File: config.mk
export PLATFORM = sky130hd
export DESIGN_NAME = cfpa_divider
export DESIGN_NICKNAME = d
export VERILOG_FILES = /design/src/hw/rtl/cfpa_pkg.sv /design/src/hw/rtl/cfpa_divider.sv
export SDC_FILE = /design/constraint.sdc
export NUM_CORES = 1
export LEC_CHECK = 0
export BUFFER_PORTS_ARGS = -buffer_cell sky130_fd_sc_hd__buf_2
export CAP_MARGIN = 25
export CORE_AREA = 2 2 94 96
export DETAILED_ROUTE_END_ITERATION = 10
export DIE_AREA = 0 0 96 98
export PLACE_DENSITY_LB_ADDON = 0.05
export SLEW_MARGIN = 10
export SYNTH_ARGS = -nofsm -noshare
export SYNTH_HDL_FRONTEND = slang
export SYNTH_SLANG_ARGS = --single-unit
export TNS_END_PERCENT = 50
File: constraint.sdc
create_clock -name aclk -period 2.4 [get_ports aclk]
set_input_delay 0.12 -clock aclk [delete_from_list [all_inputs] [get_ports aclk]]
set_output_delay 0.12 -clock aclk [all_outputs]
set_load 0.03 [all_outputs]
File: src/hw/rtl/cfpa_pkg.sv
`timescale 1ns / 1ps
// ----------------------------------------------------------------------------
// cfpa_pkg
// Shared types and constants for the consensus-filtered position average.
// ----------------------------------------------------------------------------
package cfpa_pkg;

    localparam int Window   = 20;
    localparam int IdxW     = $clog2(Window + 1);
    localparam int SumW     = 32 + $clog2(Window) + 1;

    localparam logic [15:0] ChangeThrRst = 16'd66;
    localparam logic [15:0] AgreeThrRst  = 16'd3277;
    localparam logic [6:0]  MinAgreeRst  = 7'd15;

    localparam logic [1:0] RegChange = 2'd0;
    localparam logic [1:0] RegAgree  = 2'd1;
    localparam logic [1:0] RegMin    = 2'd2;

    typedef struct packed {
        logic signed [31:0] sample_x;
        logic signed [31:0] sample_y;
        logic signed [31:0] sample_z;
    } sample_t;

    typedef struct packed {
        logic signed [31:0] mean_x;
        logic signed [31:0] mean_y;
        logic signed [31:0] mean_z;
        logic [6:0]         used_count;
    } result_t;

    // control from the sequencer to the cell row
    typedef struct packed {
        logic load;   // shift a new sample in at the head
        logic rotate; // circulate the ring by one place
        logic clear;  // clear match counters
        logic count;  // compare each cell with the broadcast z
    } cell_ctl_t;

endpackage

File: src/hw/rtl/cfpa_divider.sv
`timescale 1ns / 1ps
// ----------------------------------------------------------------------------
// cfpa_divider
// Restoring divider, one quotient bit a cycle, signed dividend truncated
// toward zero by a small unsigned divisor.
// ----------------------------------------------------------------------------
module cfpa_divider (
    input  logic                              aclk,
    input  logic                              aresetn,
    input  logic                              start,
    input  logic signed [cfpa_pkg::SumW-1:0]  dividend,
    input  logic [6:0]                        divisor,
    output logic                              done,
    output logic signed [31:0]                quotient
);
    import cfpa_pkg::*;

    localparam int CntW = $clog2(SumW + 1);

    logic [SumW-1:0] quo_reg;
    logic [7:0]      rem_reg;
    logic [CntW-1:0] cnt_reg;
    logic            neg_reg;
    logic            busy_reg;
    logic            done_reg;
    logic [7:0]      trial;

    assign trial = {rem_reg[6:0], quo_reg[SumW-1]};

    always_ff @(posedge aclk) begin
        if (!aresetn) begin
            busy_reg <= 1'b0;
            done_reg <= 1'b0;
            cnt_reg  <= '0;
        end else begin
            done_reg <= 1'b0;
            if (start) begin
                busy_reg <= 1'b1;
                cnt_reg  <= CntW'(SumW);
                neg_reg  <= dividend[SumW-1];
                quo_reg  <= dividend[SumW-1] ? SumW'(-dividend) : dividend;
                rem_reg  <= 8'd0;
            end else if (busy_reg) begin
                if (trial >= {1'b0, divisor}) begin
                    rem_reg <= trial - {1'b0, divisor};
                    quo_reg <= {quo_reg[SumW-2:0], 1'b1};
                end else begin
                    rem_reg <= trial;
                    quo_reg <= {quo_reg[SumW-2:0], 1'b0};
                end
                cnt_reg <= cnt_reg - CntW'(1);
                if (cnt_reg == CntW'(1)) begin
                    busy_reg <= 1'b0;
                    done_reg <= 1'b1;
                end
            end
        end
    end

    assign done     = done_reg;
    assign quotient = neg_reg ? 32'(-quo_reg) : quo_reg[31:0];

endmodule

==> results of run 1 <==
metrics by stage:
stage / power [mW] / hold slack, ns
finish: 2.659 / 0.08490
detailed placement: 1.989 / 0.4252
CTS: 2.669 / 0.08226
global route: 2.797 / 0.08043
global placement: 1.977 / 0.4222
floorplan: 1.735 / 0.2189
repair_timing:
action | 4_1_cts | 5_1_grt
buffers inserted | 1 | 0
pin swaps | 2 | 1
endpoints found under the hold margin | 0 | 0
setup endpoints to repair | 18 | 19
gates resized for setup | 31 | 2
layer usage:
layer	part of all wire (%)	up-vias	track usage, %
li1	-	1839	-
met1	48	1654	28.64
met5	0	-	0
met4	1.1	0	4.066
met3	4.0	10	3.318
met2	47	92	33.28
cells in the mapped netlist, types with 2 or more instances:
library cell  count  area [sq um]
or2_2             4         25.02
nor3_1            7         35.03
dfxtp_1           8         160.2
or4_4             2         22.52
nand4_1           3         18.77
nor4_1           10         62.56
or3_1             8         50.05
o22ai_1           2         12.51
nand2_1          22         82.58
xnor2_1          37         324.1
nor4b_1           2         17.52
a21boi_0          2         15.01
nand3b_1          2         15.01
o21a_1            8         60.06
xor2_1           34         297.8
inv_1            19         71.32
o21ai_1           2         10.01
nor2_1           48         180.2
o31a_1            3         26.28
o41ai_1          14         122.6
mux2i_1           2         20.02
o21ai_0          21         105.1
buf_2             2         10.01
nor3b_1           2         15.01
nand2b_1          4         25.02
o31ai_1          20         150.1
clkbuf_1         19         71.32
o41ai_2           5         81.33
a21oi_1          43         215.2
edfxtp_1         46          1381
ha_1             11         137.6
or4_1             8         60.06
a211oi_1          2         15.01
nor2b_1           3         18.77
nand3_1           8         40.04
report_power, final:
| part | leakage, nW | switching [mW] | internal [mW] |
|---|---|---|---|
| sequential | 0.501 | 0.0558 | 1.11 |
| clock | 0.0647 | 0.317 | 0.335 |
| combinational | 1.34 | 0.499 | 0.343 |
| total | 1.91 | 0.872 | 1.79 |
critical path, delay by kind of cell (launching register included):
| family | cells | cell delay (ns) |
|---|---|---|
| AND/OR/NAND/NOR | 3 | 0.83 |
| flip-flops | 1 | 0.40 |
| AO/OA/AOI/OAI | 1 | 0.33 |
| buffers and inverters | 3 | 0.43 |
| adder cells (fa/ha/maj) | 1 | 0.18 |
| XOR/XNOR | 1 | 0.15 |
logic make-up (layout without fill, tap and decap cells):
| logic type | after synthesis | in the layout | synth area share (%) |
|---|---|---|---|
| mux | 3 | 3 | 0.7659 |
| buf+inv | 42 | 135 | 4.014 |
| simple gates | 139 | 139 | 17.80 |
| compound gates | 124 | 124 | 20.59 |
| flops | 54 | 54 | 37.74 |
| xor+xnor | 71 | 71 | 15.23 |
| fa+ha+maj | 12 | 12 | 3.860 |
cell type report:
type,count,area [sq um],share of cell area (%)
multi-input cells,349,2440,48.86
flip-flops and latches,54,1541,30.87
repair buffers,108,678.2,13.58
well taps,108,135.1,2.706
clock buffers,7,118.9,2.380
inverters,19,71.32,1.428
clock inverters,1,8.758,0.1754
final timing paths:
path	end	slack, ns	cells past startpoint
setup / recovery	quotient[28]	-0.35	9
hold / removal	cnt_reg[2]	0.08	2
setup reg to reg	rem_reg[0]	0.18	6
hold reg to reg	cnt_reg[0]	0.57	2
==> results.md, run 1 <==
- Post-synth EDFFs: 46
- Hold-fix buffers, CTS: 0
- RSZ-0062 raised after global routing: true
- Area post-placement: 0.004743 sq mm
- Root Buffer: clkbuf_8
- Period minus WS final: 2.749 ns
- CP max stage delay: 0.46 ns
- Net count, final: 597
- Iter 0 DRT Violations: 188
- Final core utilization: 58.99%
- I/O Pins: 81
- Via count: 3,595
- Commonest non-fill, non-tap cell in the layout: buf_2
- Final Hold Fails: 0
- P per Cell Area: 532.5 mW/mm^2
- Async SR Flop Fraction: 0%
- Max clock buf depth: 2
- Max Clock Skew: 0.01005 ns
- Initial antenna violation count: 0
- Yosys warning total: 0
- Fmax: 363.8 MHz
- Max cap viols: 0
- Total CTS buffers: 5
- Diode count: 0
- Pre-CTS setup slack: -0.08382 ns
- First-pass GRT wire length: 15,430 um
- Die outline height: 98 um
- Cell Chain, Critical Path: inv_1 -> ha_2 -> nor3b_4 -> nand4_1 -> or4_4 -> buf_6 -> o41ai_4 -> xnor2_1 -> buf_4
- Critical Path End Type: output pin
- VDD IR-drop max: 0.2913 mV
- Vias per inst: 5.565
- Clk sink count: 54
- CP max FO: 8
- Fin Setup TNS: -4.425 ns
- Final Setup Violations: 17
- Startpoint Class: flip-flop
- Grt total ovfl: 0
- Initial core utilization: 48.24%
- Area delta synth->final: 22.27%
- Dominant synthesized flop cell: edfxtp_1
- Core box area: 0.008466 sq mm
- Total track usage: 20.41%
- Worst Hold Launch: aresetn
- Outcome: finished, violations left
- Final max-slew violation count: 0
- Register area share after synthesis: 37.75%
- Leakage: 1.909 nW
- CP startpoint: quo_reg[1]
- Vias in the first global route: 3,272
- Crit share post-route: 114.5%
- Placed Cells: 637
- Setup CP Type: flip-flop to output pin
- CTS H-Tree Depth: 2
- Die area: 0.009408 sq mm
- Largest net degree at the start of global routing: 89
- Design area: 0.004994 sq mm
- Share of cells above drive strength 1: 26.02%
- Residual DRC: 0
- Yosys cell types: 47
- I/O Buffers: 80
- Cells after synthesis: 445
- FP Rows: 34
- CTS tree: yes
- Reg-to-reg critical path startpoint: rem_reg[1]
- Most frequent cells in the layout: buf_2 (61), nor2_1 (48), edfxtp_1 (46), a21oi_1 (43), buf_4 (43)
- HPWL Detailed: 6898 um
- Critical Path AT: 2.63 ns
- Post-route ant nets: 0
- DR pass1 iterations: 4
- Mean Syn Cell Area: 9.177 sq um
- Max reg flops: 38
- Clock latency on the worst-skew pair: 0.31 ns
- Hold crit path type: input pin to flip-flop
- Non-filler cells, final: 646
- Post-Route WL: 9537 um
- Worst setup margin: -0.3490 ns
- Pin slew with the least headroom to its limit: 0.5919 ns
- Die width: 96 um
- Mapped Area: 0.004084 sq mm
- Failing checks: negative setup slack
- Worst slew margin: 60.54%
- Routability congestion estimate: 0.7855
- Fillers: 770
- Flops & latches, synth: 54
- CTS clk-pin slew, worst paths: 0.10 ns
- Crit path required time: 2.28 ns
- Drt wl/cell: 14.76 um
- Slowest cell on crit path: or4_4
- Mapped Nets: 505
No activity file was read; power rests on OpenSTA's default activity.
==> inputs of run 2 (changes only) <==
ABC_AREA = 1   (was unset)
CORE_AREA = 2 2 101 103   (was 2 2 94 96)
DIE_AREA = 0 0 103 105   (was 0 0 96 98)
==> run 2 against run 1 <==
Clock-buffer cell count shrank 2. Cell area grew 7.6%. The run now ends clean. Flip-flop and latch count is the same. First-iteration DRC count grew 47%. Core utilization shrank 3.2 points. Register-to-register slack gained 0.14 ns.
==> results.md, run 2 <==
- Outcome: complete, no violations
- CTS clk-pin slew, worst paths: 0.10 ns
- Placed Cells: 926
- Final max-slew violation count: 0
- Die width: 103 um
- Routability congestion estimate: 0.9080
- Fin Setup TNS: 0 ns
- Crit path required time: 2.28 ns
- Synth area leaders: edfxtp_1 (29%), nand2_1 (17%), nor2_1 (8.5%)
- Largest net degree at the start of global routing: 38
- Fmax: 454.2 MHz
- Mapped Nets: 788
- VDD IR-drop max: 0.2322 mV
- Non-filler cells, final: 934
- Initial antenna violation count: 0
- Worst slew margin: 51.78%
- Post-route ant nets: 0
- Crit share post-route: 91.74%
- Final Hold Fails: 0
- Via count: 4,723
- Area post-placement: 0.005273 sq mm
- Vias per inst: 5.057
- Total CTS buffers: 5
- Max clock buf depth: 2
- Design area: 0.005375 sq mm
- Most frequent cell after synthesis: nand2_1
- P per Cell Area: 502.4 mW/mm^2
- First-pass GRT wire length: 20,670 um
- Setup CP Type: flip-flop to output pin
- Share of the synthesized area in the top cell type: 29.01%
- Dominant synthesized flop cell: edfxtp_1
- Final Setup Violations: 0
- Clock latency on the worst-skew pair: 0.32 ns
- Post-Route WL: 12,550 um
- Final core utilization: 55.76%
- Critical Path End Type: output pin
- Initial core utilization: 49.39%
- Vias in the first global route: 4,339
- Grt total ovfl: 0
- Core box area: 0.009639 sq mm
- Commonest non-fill, non-tap cell in the layout: nand2_1
- Drt wl/cell: 13.44 um
- Residual DRC: 0
- Startpoint Class: flip-flop
- Period minus WS final: 2.202 ns
- Die outline height: 105 um
- I/O Pins: 81
- FP Rows: 36
- HPWL Detailed: 10,010 um
- DR pass1 iterations: 5
- Net count, final: 860
- Post-CTS setup buffers: 0
- Commonest cells in the netlist: nand2_1 (211), nor2_1 (108), inv_1 (90)
- Area delta synth->final: 12.90%
- RSZ-0062 raised after global routing: false
- Diode count: 0
- Flops & latches, synth: 54
- Critical Path AT: 2.08 ns
- CTS H-Tree Depth: 2
- Mapped Area: 0.004761 sq mm
- Mean Syn Cell Area: 6.540 sq um
- Total track usage: 23.96%
- Post-synth EDFFs: 46
- Max Clock Skew: 0.005100 ns
- Async SR Flop Fraction: 0%
- Most frequent cells in the layout: nand2_1 (210), nor2_1 (106), inv_1 (89), buf_2 (78), nand3_1 (74)
- Share of cells above drive strength 1: 14.98%
- Clk sink count: 54
- I/O Buffers: 80
- Area leader, netlist: edfxtp_1
- Pin slew with the least headroom to its limit: 0.7232 ns
- CP max FO: 4
- Cells after synthesis: 728
- CTS tree: yes
- Register area share after synthesis: 32.38%
- Root Buffer: clkbuf_8
- Leakage: 2.545 nW
- Max cap viols: 0
- Iter 0 DRT Violations: 277
- Max reg flops: 38
- Yosys cell types: 38
- Yosys warning total: 0
- Hold crit path type: input pin to flip-flop
- Die area: 0.01082 sq mm
## run 2: cell count changes in the layout (fill, tap and decap cells not counted), moves of 31 or more
cell	previous run	this run
nand3_1	8	74
xnor2_1	37	6
nor2_1	48	106
nand2_1	22	210
inv_1	19	89
buf_4	43	6
## run 2: final timing paths
kind | startpoint | to | slack [ns] | depth (start not counted)
worst max-delay path | quo_reg[16] | quotient[18] | 0.20 | 8
worst min register to register | cnt_reg[5] | cnt_reg[5] | 0.52 | 2
worst min-delay path | aresetn | cnt_reg[2] | 0.06 | 3
worst max register to register | quo_reg[37] | rem_reg[5] | 0.32 | 9
## run 2: where the power goes
group	internal (mW)	leakage (nW)	total [mW]	switching, mW
registers	1.14	0.515	1.21	0.0716
clock network	0.206	0.0441	0.521	0.316
logic	0.314	1.99	0.970	0.656
total	1.66	2.54	2.70	1.04
## run 2: area by class of cell
| cell class | instances | area [sq um] |
|---|---|---|
| fill | 1013 | 4264 |
| multi-input combinational | 561 | 2769 |
| sequential | 54 | 1541 |
| timing repair buffer | 86 | 462.9 |
| inverter | 92 | 345.3 |
| tap | 133 | 166.4 |
| clock buffer | 5 | 68.82 |
| clock inverter | 3 | 21.27 |
## run 2: what timing repair did
item                                   4_1_cts  5_1_grt
setup endpoints to repair                    0        8
hold buffers                                 0        0
gates resized for setup                      0        6
endpoints found under the hold margin        0        0
## run 2: layer usage
layer  GRT usage, %  share of wire (%)  wire [um]  vias up
li1               -                  -          -     2497
met5              0                  0          0        -
met1          34.14                 48       5994     2082
met3          3.813                5.2        658       23
met2          36.92                 45       5620      121
met4          7.801                2.2        280        0
## run 2: critical path, stage by stage (launching register included)
cell and delay (ns):
edfxtp_1 0.45, nor2_1 0.25, nand3_1 0.16, nor2_1 0.22, nand3_1 0.14, xor2_1 0.14
nand2_1 0.06, o21ai_0 0.10, buf_2 0.24
## run 2: cells by family (layout without fill, tap and decap cells)
logic type	count (synthesis)	in the layout	synth area share [%]
buf+inv	113	186	9.671
simple gates	434	434	38.61
xor+xnor	36	36	6.623
fa+ha+maj	12	12	3.311
flops	54	54	32.38
compound gates	79	79	9.409
## run 2: stage by stage
step	total power [mW]	hold WS [ns]	setup slack (ns)
floorplan	1.915	0.2189	0.5138
global placement	2.178	0.3916	0.4257
detailed placement	2.194	0.4025	0.3304
CTS	2.709	0.06005	0.05503
global route	2.880	0.07803	0.001629
finish	2.701	0.06293	0.1983
