## src/hw/rtl/cfpa_pkg.sv

```systemverilog
`timescale 1ns / 1ps
// ----------------------------------------------------------------------------
// cfpa_pkg
// Shared types and constants for the consensus-filtered position average.
// ----------------------------------------------------------------------------
package cfpa_pkg;

    localparam int Window   = 20;
    localparam int IdxW     = $clog2(Window + 1);
    localparam int SumW     = 32 + $clog2(Window) + 1;

    localparam logic [15:0] ChangeThrRst = 16'd66;
    localparam logic [15:0] AgreeThrRst  = 16'd3277;
    localparam logic [6:0]  MinAgreeRst  = 7'd15;

    localparam logic [1:0] RegChange = 2'd0;
    localparam logic [1:0] RegAgree  = 2'd1;
    localparam logic [1:0] RegMin    = 2'd2;

    typedef struct packed {
        logic signed [31:0] sample_x;
        logic signed [31:0] sample_y;
        logic signed [31:0] sample_z;
    } sample_t;

    typedef struct packed {
        logic signed [31:0] mean_x;
        logic signed [31:0] mean_y;
        logic signed [31:0] mean_z;
        logic [6:0]         used_count;
    } result_t;

    // control from the sequencer to the cell row
    typedef struct packed {
        logic load;   // shift a new sample in at the head
        logic rotate; // circulate the ring by one place
        logic clear;  // clear match counters
        logic count;  // compare each cell with the broadcast z
    } cell_ctl_t;

endpackage

```

## src/hw/rtl/cfpa_cell.sv

```systemverilog
`timescale 1ns / 1ps
// ----------------------------------------------------------------------------
// cfpa_cell
// One window entry: holds a sample, passes it to its neighbor, and counts
// how many broadcast z values agree with the z of the sample it holds.
// ----------------------------------------------------------------------------
module cfpa_cell (
    input  logic                aclk,
    input  logic                aresetn,
    input  cfpa_pkg::cell_ctl_t ctl,
    input  cfpa_pkg::sample_t   prev_in,
    input  logic [6:0]          prev_match,
    input  logic signed [31:0]  bcast_z,
    input  logic [15:0]         agree_thr,
    output cfpa_pkg::sample_t   data_out,
    output logic [6:0]          match_out
);
    import cfpa_pkg::*;

    sample_t            data_reg;
    logic [6:0]         match_reg;
    logic [6:0]         match_next;
    logic signed [32:0] diff;
    logic [32:0]        z_gap;
    logic               hit;

    assign diff  = {data_reg.sample_z[31], data_reg.sample_z} - {bcast_z[31], bcast_z};
    assign z_gap = diff[32] ? 33'(-diff) : diff;
    assign hit   = ctl.count && (z_gap < {17'd0, agree_thr});

    // the count travels with its sample, bumped on the way out
    assign match_out = match_reg + {6'd0, hit};

    always_comb begin
        match_next = match_reg;
        if (ctl.clear) begin
            match_next = 7'd0;
        end else if (ctl.rotate) begin
            match_next = prev_match;
        end
    end

    always_ff @(posedge aclk) begin
        if (ctl.load || ctl.rotate) begin
            data_reg <= prev_in;
        end
        if (!aresetn) begin
            match_reg <= 7'd0;
        end else begin
            match_reg <= match_next;
        end
    end

    assign data_out = data_reg;

endmodule

```

## config.mk

```make
export PLATFORM = sky130hd
export DESIGN_NAME = cfpa_cell
export DESIGN_NICKNAME = d
export VERILOG_FILES = /design/src/hw/rtl/cfpa_pkg.sv /design/src/hw/rtl/cfpa_cell.sv
export SDC_FILE = /design/constraint.sdc
export NUM_CORES = 1
export LEC_CHECK = 0
export ABC_AREA = 0
export BUFFER_PORTS_ARGS = -buffer_cell sky130_fd_sc_hd__buf_2
export CORE_UTILIZATION = 35
export DETAILED_ROUTE_END_ITERATION = 6
export PLACE_DENSITY = 0.62
export SYNTH_ARGS = -nofsm -noshare
export SYNTH_HDL_FRONTEND = slang
export SYNTH_SLANG_ARGS = --single-unit
```

## constraint.sdc

```tcl
create_clock -name aclk -period 6.7 [get_ports aclk]
set_input_delay 0.67 -clock aclk [delete_from_list [all_inputs] [get_ports aclk]]
set_output_delay 0.67 -clock aclk [all_outputs]
set_load 0.02 [all_outputs]
```

==> impl_metrics.py, run 1 <==
metrics = {
    "synthesis": {
        "synthTopCellsByArea": "edfxtp_1 (43%), ha_1 (9.4%), a21oi_1 (4.0%)",
        "ys_seq_area_share_pct": 45.4,
        "ys.flop_type": "edfxtp_1",
        "ys_ff_latch": 103,
        "ys_warn_count": 0,
        "avgSynthCellArea_um2": 10.1,
        "syn_nets": 867,
        "synth_edf_count": 96,
        "synth.largest_area_cell": "edfxtp_1",
        "synth_cell_types": 71,
        "synth_top_area_share_pct": 43.3,
        "async_reset_ff_share_pct": 0,
        "postSynthCellCount": 659,
        "syn-cell-area_um2": 6660,
    },
    "power_and_ir_drop": {
        "power_density_nw_per_um2": 239,
        "irDropWorstVdd_mv": 0.212,
        "p_leak_uw": 0.00424,
    },
    "worst_setup_path": {
        "cp_num_buf_inv": 2,
        "crit_type": "reg2out",
        "cp_data_required_time_ns": 6.03,
        "worstSetupEndpointType": "primary output",
        "critPathMaxFanout": 3,
        "critical_path.max_stage_delay_ns": 0.42,
        "worstPathArrival_ns": 5.88,
        "path_common_cell": "nand3_1",
        "cp-start-kind": "register",
        "cp_slowest_cell": "edfxtp_1",
        "cpLargestDelayFamily": "simple AND/OR/NAND/NOR gates",
    },
    "clock_tree": {
        "cts_hold_buffers": 0,
        "clkLatencyLatePin_ns": 0.35,
        "clockBufferDepth": 2,
        "cts_tree": "yes",
        "clock-sinks": 103,
        "cts_buffers": 9,
        "htree_levels": 3,
        "clkTransAtPathRegs_ns": 0.09,
        "cts.root.buffer_cell": "clkbuf_16",
    },
    "sta": {
        "max_freq_mhz": 153,
        "drv_slew": 0,
        "finalSetupViolCount": 0,
        "skew_ns": 0,
        "tns_ns": 0,
        "slew-limit-headroom_pct": 32.9,
        "rsz0062_at_grt": "true",
        "timing.final.crit_period_ns": 6.55,
        "worst_pin_slew_ns": 1.01,
        "finalHoldViolCount": 0,
        "fin_crit_sh_pct": 97.8,
    },
    "finish": {
        "largest_reg_flops": 96,
        "antenna_cells": 0,
        "regArea_um2": 3020,
        "finalNetCount": 1203,
        "fin_area_um2": 9310,
        "drive_above_1_share_pct": 39.9,
        "layout_common_cells": "buf_2 (254), edfxtp_1 (96), buf_4 (79)",
        "fill_cells": 1789,
        "area_delta_synth_final_pct": 39.7,
        "multi_input_area_um2": 3550,
        "mostFrequentLayoutCell": "buf_2",
    },
    "global_routing": {
        "grt_overflow": 0,
        "grt_max_degree": 79,
        "antenna_found_initial": 1,
        "grt_first_pass_wirelength_mm": 28.6,
        "grt.total_usage_pct": 18.2,
        "grt_pass1_vias": 6099,
    },
    "floorplanning": {
        "die-area_um2": 19600,
        "die_w_um": 140,
        "die_h_um": 140,
        "row_count": 50,
        "io_pins": 260,
        "initial_utilization_pct": 35.6,
        "coreArea_um2": 18700,
    },
    "placed_design": {
        "postPlaceCellArea_um2": 8750,
        "place_hpwl_mm": 14.8,
        "gp_congestion": 0.886,
        "io_buffers": 259,
    },
    "routing": {
        "ant_nets": 0,
        "drc": 0,
        "drtIter0Drc": 313,
        "vias_per_cell": 5.03,
        "num_vias": 6204,
        "drt_pass1_iterations": 4,
        "totalWireLength_mm": 18.4,
        "wl_per_cell_um": 14.9,
    },
    "flow_run": {
        "cap_violations": 0,
    },
    "run_status": {
        "status": "finished, final reports clean",
    },
    "min_path": {
        "hold_class": "in2reg",
    },
}
-- per-layer routing --
metal	GRT usage, %	vias to the layer above	wire [µm]
met5	0	-	17
met4	6.65	2	394
met3	4.27	27	1120
met2	31.2	195	8920
met1	22.2	2834	7990
li1	-	3146	-
-- power breakdown --
group	internal, µW	total (µW)	switching, µW
clock	267	528	261
combinational	389	913	524
sequential	765	785	20.0
-- cells in the mapped netlist (3+ instances only) --
cell type	n
nand3_1	18
a211oi_1	3
or2_1	3
nor4_1	4
or2_2	4
o21ai_1	9
or4_1	5
and3_1	3
xnor2_1	21
nor3b_1	3
buf_2	4
o211a_1	3
a221oi_1	3
and2_1	6
a31oi_1	9
a21oi_1	53
edfxtp_1	96
and4_1	6
clkbuf_1	8
dfxtp_1	7
nand4_1	10
o22ai_1	4
nand2_1	57
a21o_1	8
ha_1	50
xor2_1	12
a41oi_1	4
o2111ai_1	6
nand2b_1	9
o21ai_0	32
inv_1	58
mux2i_1	9
o221ai_1	3
nor2b_1	4
or3_1	4
a311oi_1	3
nor3_1	15
nor2_1	49
o21a_1	7
o211ai_1	6
-- worst register-to-register path: cells and delay by family (launching register included) --
kind | cells | cell delay, ns
flip-flops | 1 | 0.46
AND/OR/NAND/NOR | 1 | 0.08
multiplexers | 1 | 0.12
-- timing repair --
| action | CTS | global route |
|---|---|---|
| resized for setup | 12 | 34 |
| endpoints found under the setup margin | 3 | 6 |
| buffers inserted | 2 | 4 |
| gates cloned | 0 | 0 |
| pin swaps | 8 | 18 |
-- logic make-up (layout without fill, tap and decap cells) --
family                   after synthesis  after routing  synth area share [%]
multiplexers                           9              9                  1.35
flip-flops                           103            103                  45.4
XOR/XNOR                              33             33                  4.34
AND/OR/NAND/NOR                      211            211                  16.5
buffers and inverters                 70            411                  4.02
adder cells (fa/ha/maj)               51             51                  9.69
AO/OA/AOI/OAI                        182            182                  18.8
-- stage by stage --
step	power [µW]	setup slack [ns]	hold slack, ns	utilization [%]	instances
CTS	2210	0.00531	0.471	48.8	1230
global route	2370	-0.205	0.464	49.8	1234
global placement	1650	-0.124	0.483	46.8	1212
finish	2230	0.149	0.485	49.8	1234
floorplan	1360	0.0499	0.467	-	659
detailed placement	1660	-0.172	0.501	46.8	1212
-- final cells by class --
type | instances | share of cell area [%]
well taps | 234 | 3.15
multi-input cells | 486 | 38.2
inverters | 58 | 2.34
flip-flops and latches | 103 | 32.5
clock inverters | 7 | 0.928
clock buffers | 9 | 2.42
repair buffers | 337 | 20.5
-- worst paths after layout --
kind / cells after the start / end / startpoint / slack [ns]
setup / recovery: 28 / match_out[5] / data_out[1]$_DFFE_PP_ / 0.15
hold / removal: 1 / data_out[74]$_DFFE_PP_ / prev_in[74] / 0.48
setup reg to reg: 2 / match_reg[2]$_SDFFE_PP0P_ / match_reg[2]$_SDFFE_PP0P_ / 5.98
hold reg to reg: 2 / match_reg[6]$_SDFFE_PP0P_ / match_reg[6]$_SDFFE_PP0P_ / 0.56
Note: power is estimated with default switching activity, not from simulation.
==> run 2: changes to the inputs <==
ABC_AREA = 1   (was 0)
PLACE_DENSITY = 0.6   (was 0.62)
REMOVE_ABC_BUFFERS = 1   (was unset)
==> run 2 against run 1 <==
  * Die area rose by 16%
  * Sequential cell count did not move
  * Maximum frequency rose by 8.2%
  * Combinational power rose by 2.4%
  * Cell count rose by 31%
  * Core utilization fell by 4.4 points
  * First-iteration DRC count fell by 23%
  * Worst setup slack improved by 0.50 ns
  * Sequential power barely moved
  * Hold slack got worse by 0.0072 ns
  * Design area rose by 4.0%
  * Critical endpoint is now match_out[6]
  * Highest routed layer unchanged
==> impl_metrics.py, run 2 <==
metrics = {
    "global_routing": {
        "grt_max_degree": 72,
        "grt_busiest_layer": "met2",
        "grt.total_usage_pct": 19.2,
        "grtUsageMet1_pct": 22.5,
        "gr-usage-met2_pct": 34.3,
        "grt_overflow": 0,
        "met3_usage_pct": 5.70,
        "antenna_found_initial": 4,
        "grt_pass1_vias": 7036,
        "grt_first_pass_wirelength_mm": 33.8,
    },
    "min_path": {
        "hold_start": "match_reg[6]$_SDFFE_PP0P_",
        "hold_path_end": "match_reg[6]$_SDFFE_PP0P_",
        "whs_path_depth": 2,
        "hold_class": "reg2reg",
    },
    "power_and_ir_drop": {
        "p_leak_uw": 0.00524,
        "power_density_nw_per_um2": 230,
        "irDropWorstVdd_mv": 0.158,
    },
    "sta": {
        "worst_pin_slew_ns": 0.881,
        "worst_slack_ns": 0.646,
        "tns_ns": 0,
        "slew-limit-headroom_pct": 41.3,
        "max_freq_mhz": 165,
        "rsz0062_at_grt": "false",
        "drv_slew": 0,
        "holdWs_ns": 0.477,
        "timing.final.crit_period_ns": 6.05,
        "finalHoldViolCount": 0,
        "skew_ns": 0,
        "fin_crit_sh_pct": 90.4,
        "finalSetupViolCount": 0,
    },
    "routing": {
        "drt_pass1_iterations": 4,
        "wl_per_cell_um": 13.4,
        "vias_per_cell": 4.49,
        "drtIter0Drc": 242,
        "drc": 0,
        "num_vias": 7231,
        "totalWireLength_mm": 21.7,
        "ant_nets": 0,
    },
    "floorplanning": {
        "die_h_um": 151,
        "row_count": 53,
        "initial_utilization_pct": 36.2,
        "die_w_um": 151,
        "die-area_um2": 22700,
        "coreArea_um2": 21400,
        "io_pins": 260,
    },
    "worst_setup_path": {
        "critical_path.max_stage_delay_ns": 0.35,
        "critPathMaxFanout": 6,
        "crit_path_start": "bcast_z[0]",
        "cp_slowest_cell": "fa_2",
        "worstReg2RegEnd": "match_reg[2]$_SDFFE_PP0P_",
        "cp_data_required_time_ns": 6.03,
        "r2r.worst_path.cells": 2,
        "cp-start-kind": "input port",
        "worst-r2r-setup-slack_ns": 6.02,
        "worstPathArrival_ns": 5.38,
        "crit_type": "in2out",
        "timing.rr.start": "match_reg[2]$_SDFFE_PP0P_",
        "path_common_cell": "nand2_1",
        "worstSetupEndpointType": "primary output",
    },
    "finish": {
        "largest_reg_flops": 96,
        "layout_common_cells": "nand2_1 (351), buf_2 (258), inv_1 (195)",
        "drive_above_1_share_pct": 27.4,
        "antenna_cells": 0,
        "mostFrequentLayoutCell": "nand2_1",
        "finalNetCount": 1540,
        "area_delta_synth_final_pct": 25.3,
    },
    "synthesis": {
        "ys_ff_latch": 103,
        "async_reset_ff_share_pct": 0,
        "ys.flop_type": "edfxtp_1",
        "post-synth-top-count-cell": "nand2_1",
        "synthTopCellsByCount": "nand2_1 (352), inv_1 (196), edfxtp_1 (96)",
        "synth_edf_count": 96,
        "synth_top_area_share_pct": 37.3,
        "avgSynthCellArea_um2": 7.28,
        "ys_warn_count": 0,
        "synthTopCellsByArea": "edfxtp_1 (37%), nand2_1 (17%), inv_1 (9.5%)",
        "synth.largest_area_cell": "edfxtp_1",
        "synth_cell_types": 37,
        "ys_seq_area_share_pct": 39.1,
        "syn-cell-area_um2": 7720,
        "postSynthCellCount": 1061,
    },
    "placed_design": {
        "io_buffers": 259,
        "place_hpwl_mm": 18.5,
        "gp_congestion": 0.848,
        "place_ws_ns": 0.502,
    },
    "clock_tree": {
        "clock-sinks": 103,
        "clkTransAtPathRegs_ns": 0.07,
        "clockBufferDepth": 2,
        "cts_buffers": 9,
        "cts_tree": "yes",
        "clkLatencyLatePin_ns": 0.34,
        "cts_hold_buffers": 0,
        "htree_levels": 3,
        "cts.root.buffer_cell": "clkbuf_16",
    },
    "run_status": {
        "status": "finished, final reports clean",
    },
    "flow_run": {
        "cap_violations": 0,
    },
}
run 2: metal layers:
| layer | vias to the layer above | routed length (µm) |
|---|---|---|
| met5 | - | 66 |
| met4 | 8 | 204 |
| met2 | 156 | 10900 |
| met1 | 3170 | 9070 |
| met3 | 19 | 1470 |
| li1 | 3878 | - |
run 2: report_power, final:
part           switching, µW  internal, µW
logic                    612           323
clock network            241           261
registers               20.8           765
total                    874          1350
run 2: per-stage QoR:
stage / total power [µW] / util (%) / area, µm² / std cells
6_report: 2220 / 45.3 / 9680 / 1612
5_1_grt: 2400 / 45.3 / 9680 / 1612
4_1_cts: 2240 / 45.1 / 9630 / 1608
3_5_place_dp: 1730 / 43.7 / 9340 / 1592
3_3_place_gp: 1710 / 43.7 / 9340 / 1592
2_1_floorplan: 1470 / - / 7680 / 1056
run 2: cell families after synthesis:
kind of cell,share of synthesized area [%]
flip-flops,39.1
adder cells (fa/ha/maj),8.36
AO/OA/AOI/OAI,4.39
buffers and inverters,11.4
XOR/XNOR,2.15
AND/OR/NAND/NOR,34.6
run 2: worst max path at each step:
| stage | end | slack (ns) |
|---|---|---|
| 3_5_place_dp | match_out[6] | 0.50 |
| 4_1_cts | match_out[6] | 0.47 |
| 2_1_floorplan | match_out[6] | 1.04 |
| 6_report | match_out[6] | 0.65 |
| 5_1_grt | match_out[6] | 0.04 |
| 3_3_place_gp | match_out[6] | 0.58 |
run 2: area by class of cell:
type                       count  area (µm²)
multi-input combinational    731        3840
timing repair buffer         264        1340
inverter                     223         837
clock buffer                   9         225
sequential                   103        3020
tap                          275         344
fill                        2236       11700
clock inverter                 7        66.3
run 2: worst max-delay path: cells and delay by family:
family	cells	cell delay, ns
AO/OA/AOI/OAI	1	0.12
buffers and inverters	5	0.55
XOR/XNOR	2	0.34
adder cells (fa/ha/maj)	5	1.22
AND/OR/NAND/NOR	27	2.47
run 2: repair_timing:
| action | CTS | global route |
|---|---|---|
| resized for setup | 0 | 7 |
| buffers inserted | 0 | 3 |
| endpoints found under the setup margin | 0 | 1 |
==> run 3: changes to the inputs <==
==> constraint.sdc (replaced) <==
create_clock -name aclk -period 6.7 [get_ports aclk]
set_input_delay 0.335 -clock aclk [delete_from_list [all_inputs] [get_ports aclk]]
set_output_delay 0.335 -clock aclk [all_outputs]
set_load 0.02 [all_outputs]
==> run 3 against run 2 <==
  * Worst setup slack improved by 0.027 ns
  * Register-to-register slack improved by 0.02 ns
  * Sequential power barely moved
  * Hold slack got worse by 0.32 ns
  * First-iteration DRC count rose by 23%
  * Die area did not move
  * Cell count fell by 0.19%
  * Clock skew did not move
  * Via count rose by 1.1%
  * Non-clock buffer count fell by 4
  * Design area fell by 0.57%
  * Clock-buffer cell count did not move
  * Critical endpoint unchanged
==> impl_metrics.py, run 3 (synthesized netlist as in run 2, its figures left out) <==
metrics = {
    "worst_setup_path": {
        "crit_path_start": "data_out[0]$_DFFE_PP_",
        "cpLargestDelayFamily": "simple AND/OR/NAND/NOR gates",
        "timing.rr.start": "match_reg[2]$_SDFFE_PP0P_",
        "critPathMaxFanout": 37,
        "crit_type": "reg2out",
        "critical_path.max_stage_delay_ns": 0.38,
        "cp_slowest_cell": "fa_1",
        "cp_data_required_time_ns": 6.36,
        "cp-start-kind": "register",
        "worstSetupEndpointType": "primary output",
        "path_common_cell": "nand2_1",
        "cp_num_buf_inv": 6,
        "worstPathArrival_ns": 5.69,
    },
    "sta": {
        "finalHoldViolCount": 0,
        "timing.final.crit_period_ns": 6.03,
        "finalSetupViolCount": 0,
        "tns_ns": 0,
        "worst_pin_slew_ns": 0.811,
        "rsz0062_at_grt": "false",
        "slew-limit-headroom_pct": 45.9,
        "drv_slew": 0,
        "skew_ns": 0,
        "fin_crit_sh_pct": 90.0,
        "max_freq_mhz": 166,
    },
    "power_and_ir_drop": {
        "p_leak_uw": 0.00522,
        "irDropWorstVdd_mv": 0.176,
        "power_density_nw_per_um2": 230,
    },
    "clock_tree": {
        "clkTransAtPathRegs_ns": 0.08,
        "cts_buffers": 9,
        "cts_tree": "yes",
        "cts_resized": 0,
        "htree_levels": 3,
        "clockBufferDepth": 2,
        "cts_hold_buffers": 0,
        "clock-sinks": 103,
        "cts.root.buffer_cell": "clkbuf_16",
        "cts_setup_buffers": 0,
        "clkLatencyLatePin_ns": 0.34,
    },
    "routing": {
        "ant_nets": 0,
        "num_vias": 7311,
        "drtIter0Drc": 297,
        "wl_per_cell_um": 13.3,
        "vias_per_cell": 4.54,
        "drc": 0,
        "totalWireLength_mm": 21.4,
        "drt_pass1_iterations": 4,
    },
    "global_routing": {
        "grt_first_pass_wirelength_mm": 33.6,
        "grt.total_usage_pct": 19.1,
        "grt_overflow": 0,
        "grt_max_degree": 65,
        "antenna_found_initial": 6,
        "grt_pass1_vias": 7099,
    },
    "finish": {
        "layout_common_cells": "nand2_1 (352), buf_2 (259), inv_1 (196)",
        "mostFrequentLayoutCell": "nand2_1",
        "finalNetCount": 1535,
        "drive_above_1_share_pct": 26.8,
        "area_delta_synth_final_pct": 24.6,
        "fin_cells": 1609,
        "largest_reg_flops": 96,
    },
    "floorplanning": {
        "initial_utilization_pct": 36.2,
        "row_count": 53,
        "coreArea_um2": 21400,
        "die-area_um2": 22700,
        "die_h_um": 151,
        "io_pins": 260,
        "die_w_um": 151,
    },
    "placed_design": {
        "dp_cells": 1591,
        "io_buffers": 259,
        "gp_congestion": 0.849,
        "place_hpwl_mm": 18.3,
    },
    "min_path": {
        "hold_class": "in2reg",
        "hold_start": "prev_in[35]",
    },
    "flow_run": {
        "cap_violations": 0,
    },
    "run_status": {
        "status": "finished, final reports clean",
    },
}
## run 3: stage by stage
step | area (µm²) | hold WS (ns) | util (%) | total power, µW | setup slack [ns]
finish | 9620 | 0.162 | 45.1 | 2210 | 0.673
detailed placement | 9330 | 0.464 | 43.7 | 1720 | 0.929
global route | 9620 | 0.143 | 45.1 | 2390 | 0.0944
floorplan | 7680 | 0.434 | - | 1470 | 1.54
CTS | 9620 | 0.148 | 45.0 | 2230 | 0.607
global placement | 9330 | 0.465 | 43.7 | 1710 | 1.01
## run 3: metal layers
metal,global-route usage [%],part of all wire (%),wire length [µm]
met5,0,0.25,54
met4,5.66,1.9,402
met3,5.33,7.2,1540
met2,33.5,49,10500
met1,22.4,42,8900
## run 3: power breakdown
part           switching, µW  internal, µW
sequential              20.7           765
clock                    246           260
combinational            604           314
## run 3: layout make-up
type	count	area, µm²
flip-flops and latches	103	3020
inverters	223	837
well taps	275	344
repair buffers	260	1300
multi-input cells	730	3820
clock buffers	9	225
fillers	2300	11700
diodes	2	5.00
clock inverters	7	61.3
## run 3: worst reg2reg max path, delay by kind of cell (launching register included)
family / cells / cell delay [ns]
flip-flops: 1 / 0.41
AND/OR/NAND/NOR: 1 / 0.07
AO/OA/AOI/OAI: 1 / 0.11
## run 3: final timing paths
path	end	slack (ns)	cells past startpoint
setup / recovery	match_out[6]	0.67	42
hold / removal	data_out[35]$_DFFE_PP_	0.16	1
setup reg to reg	match_reg[2]$_SDFFE_PP0P_	6.04	2
hold reg to reg	match_reg[0]$_SDFFE_PP0P_	0.47	2
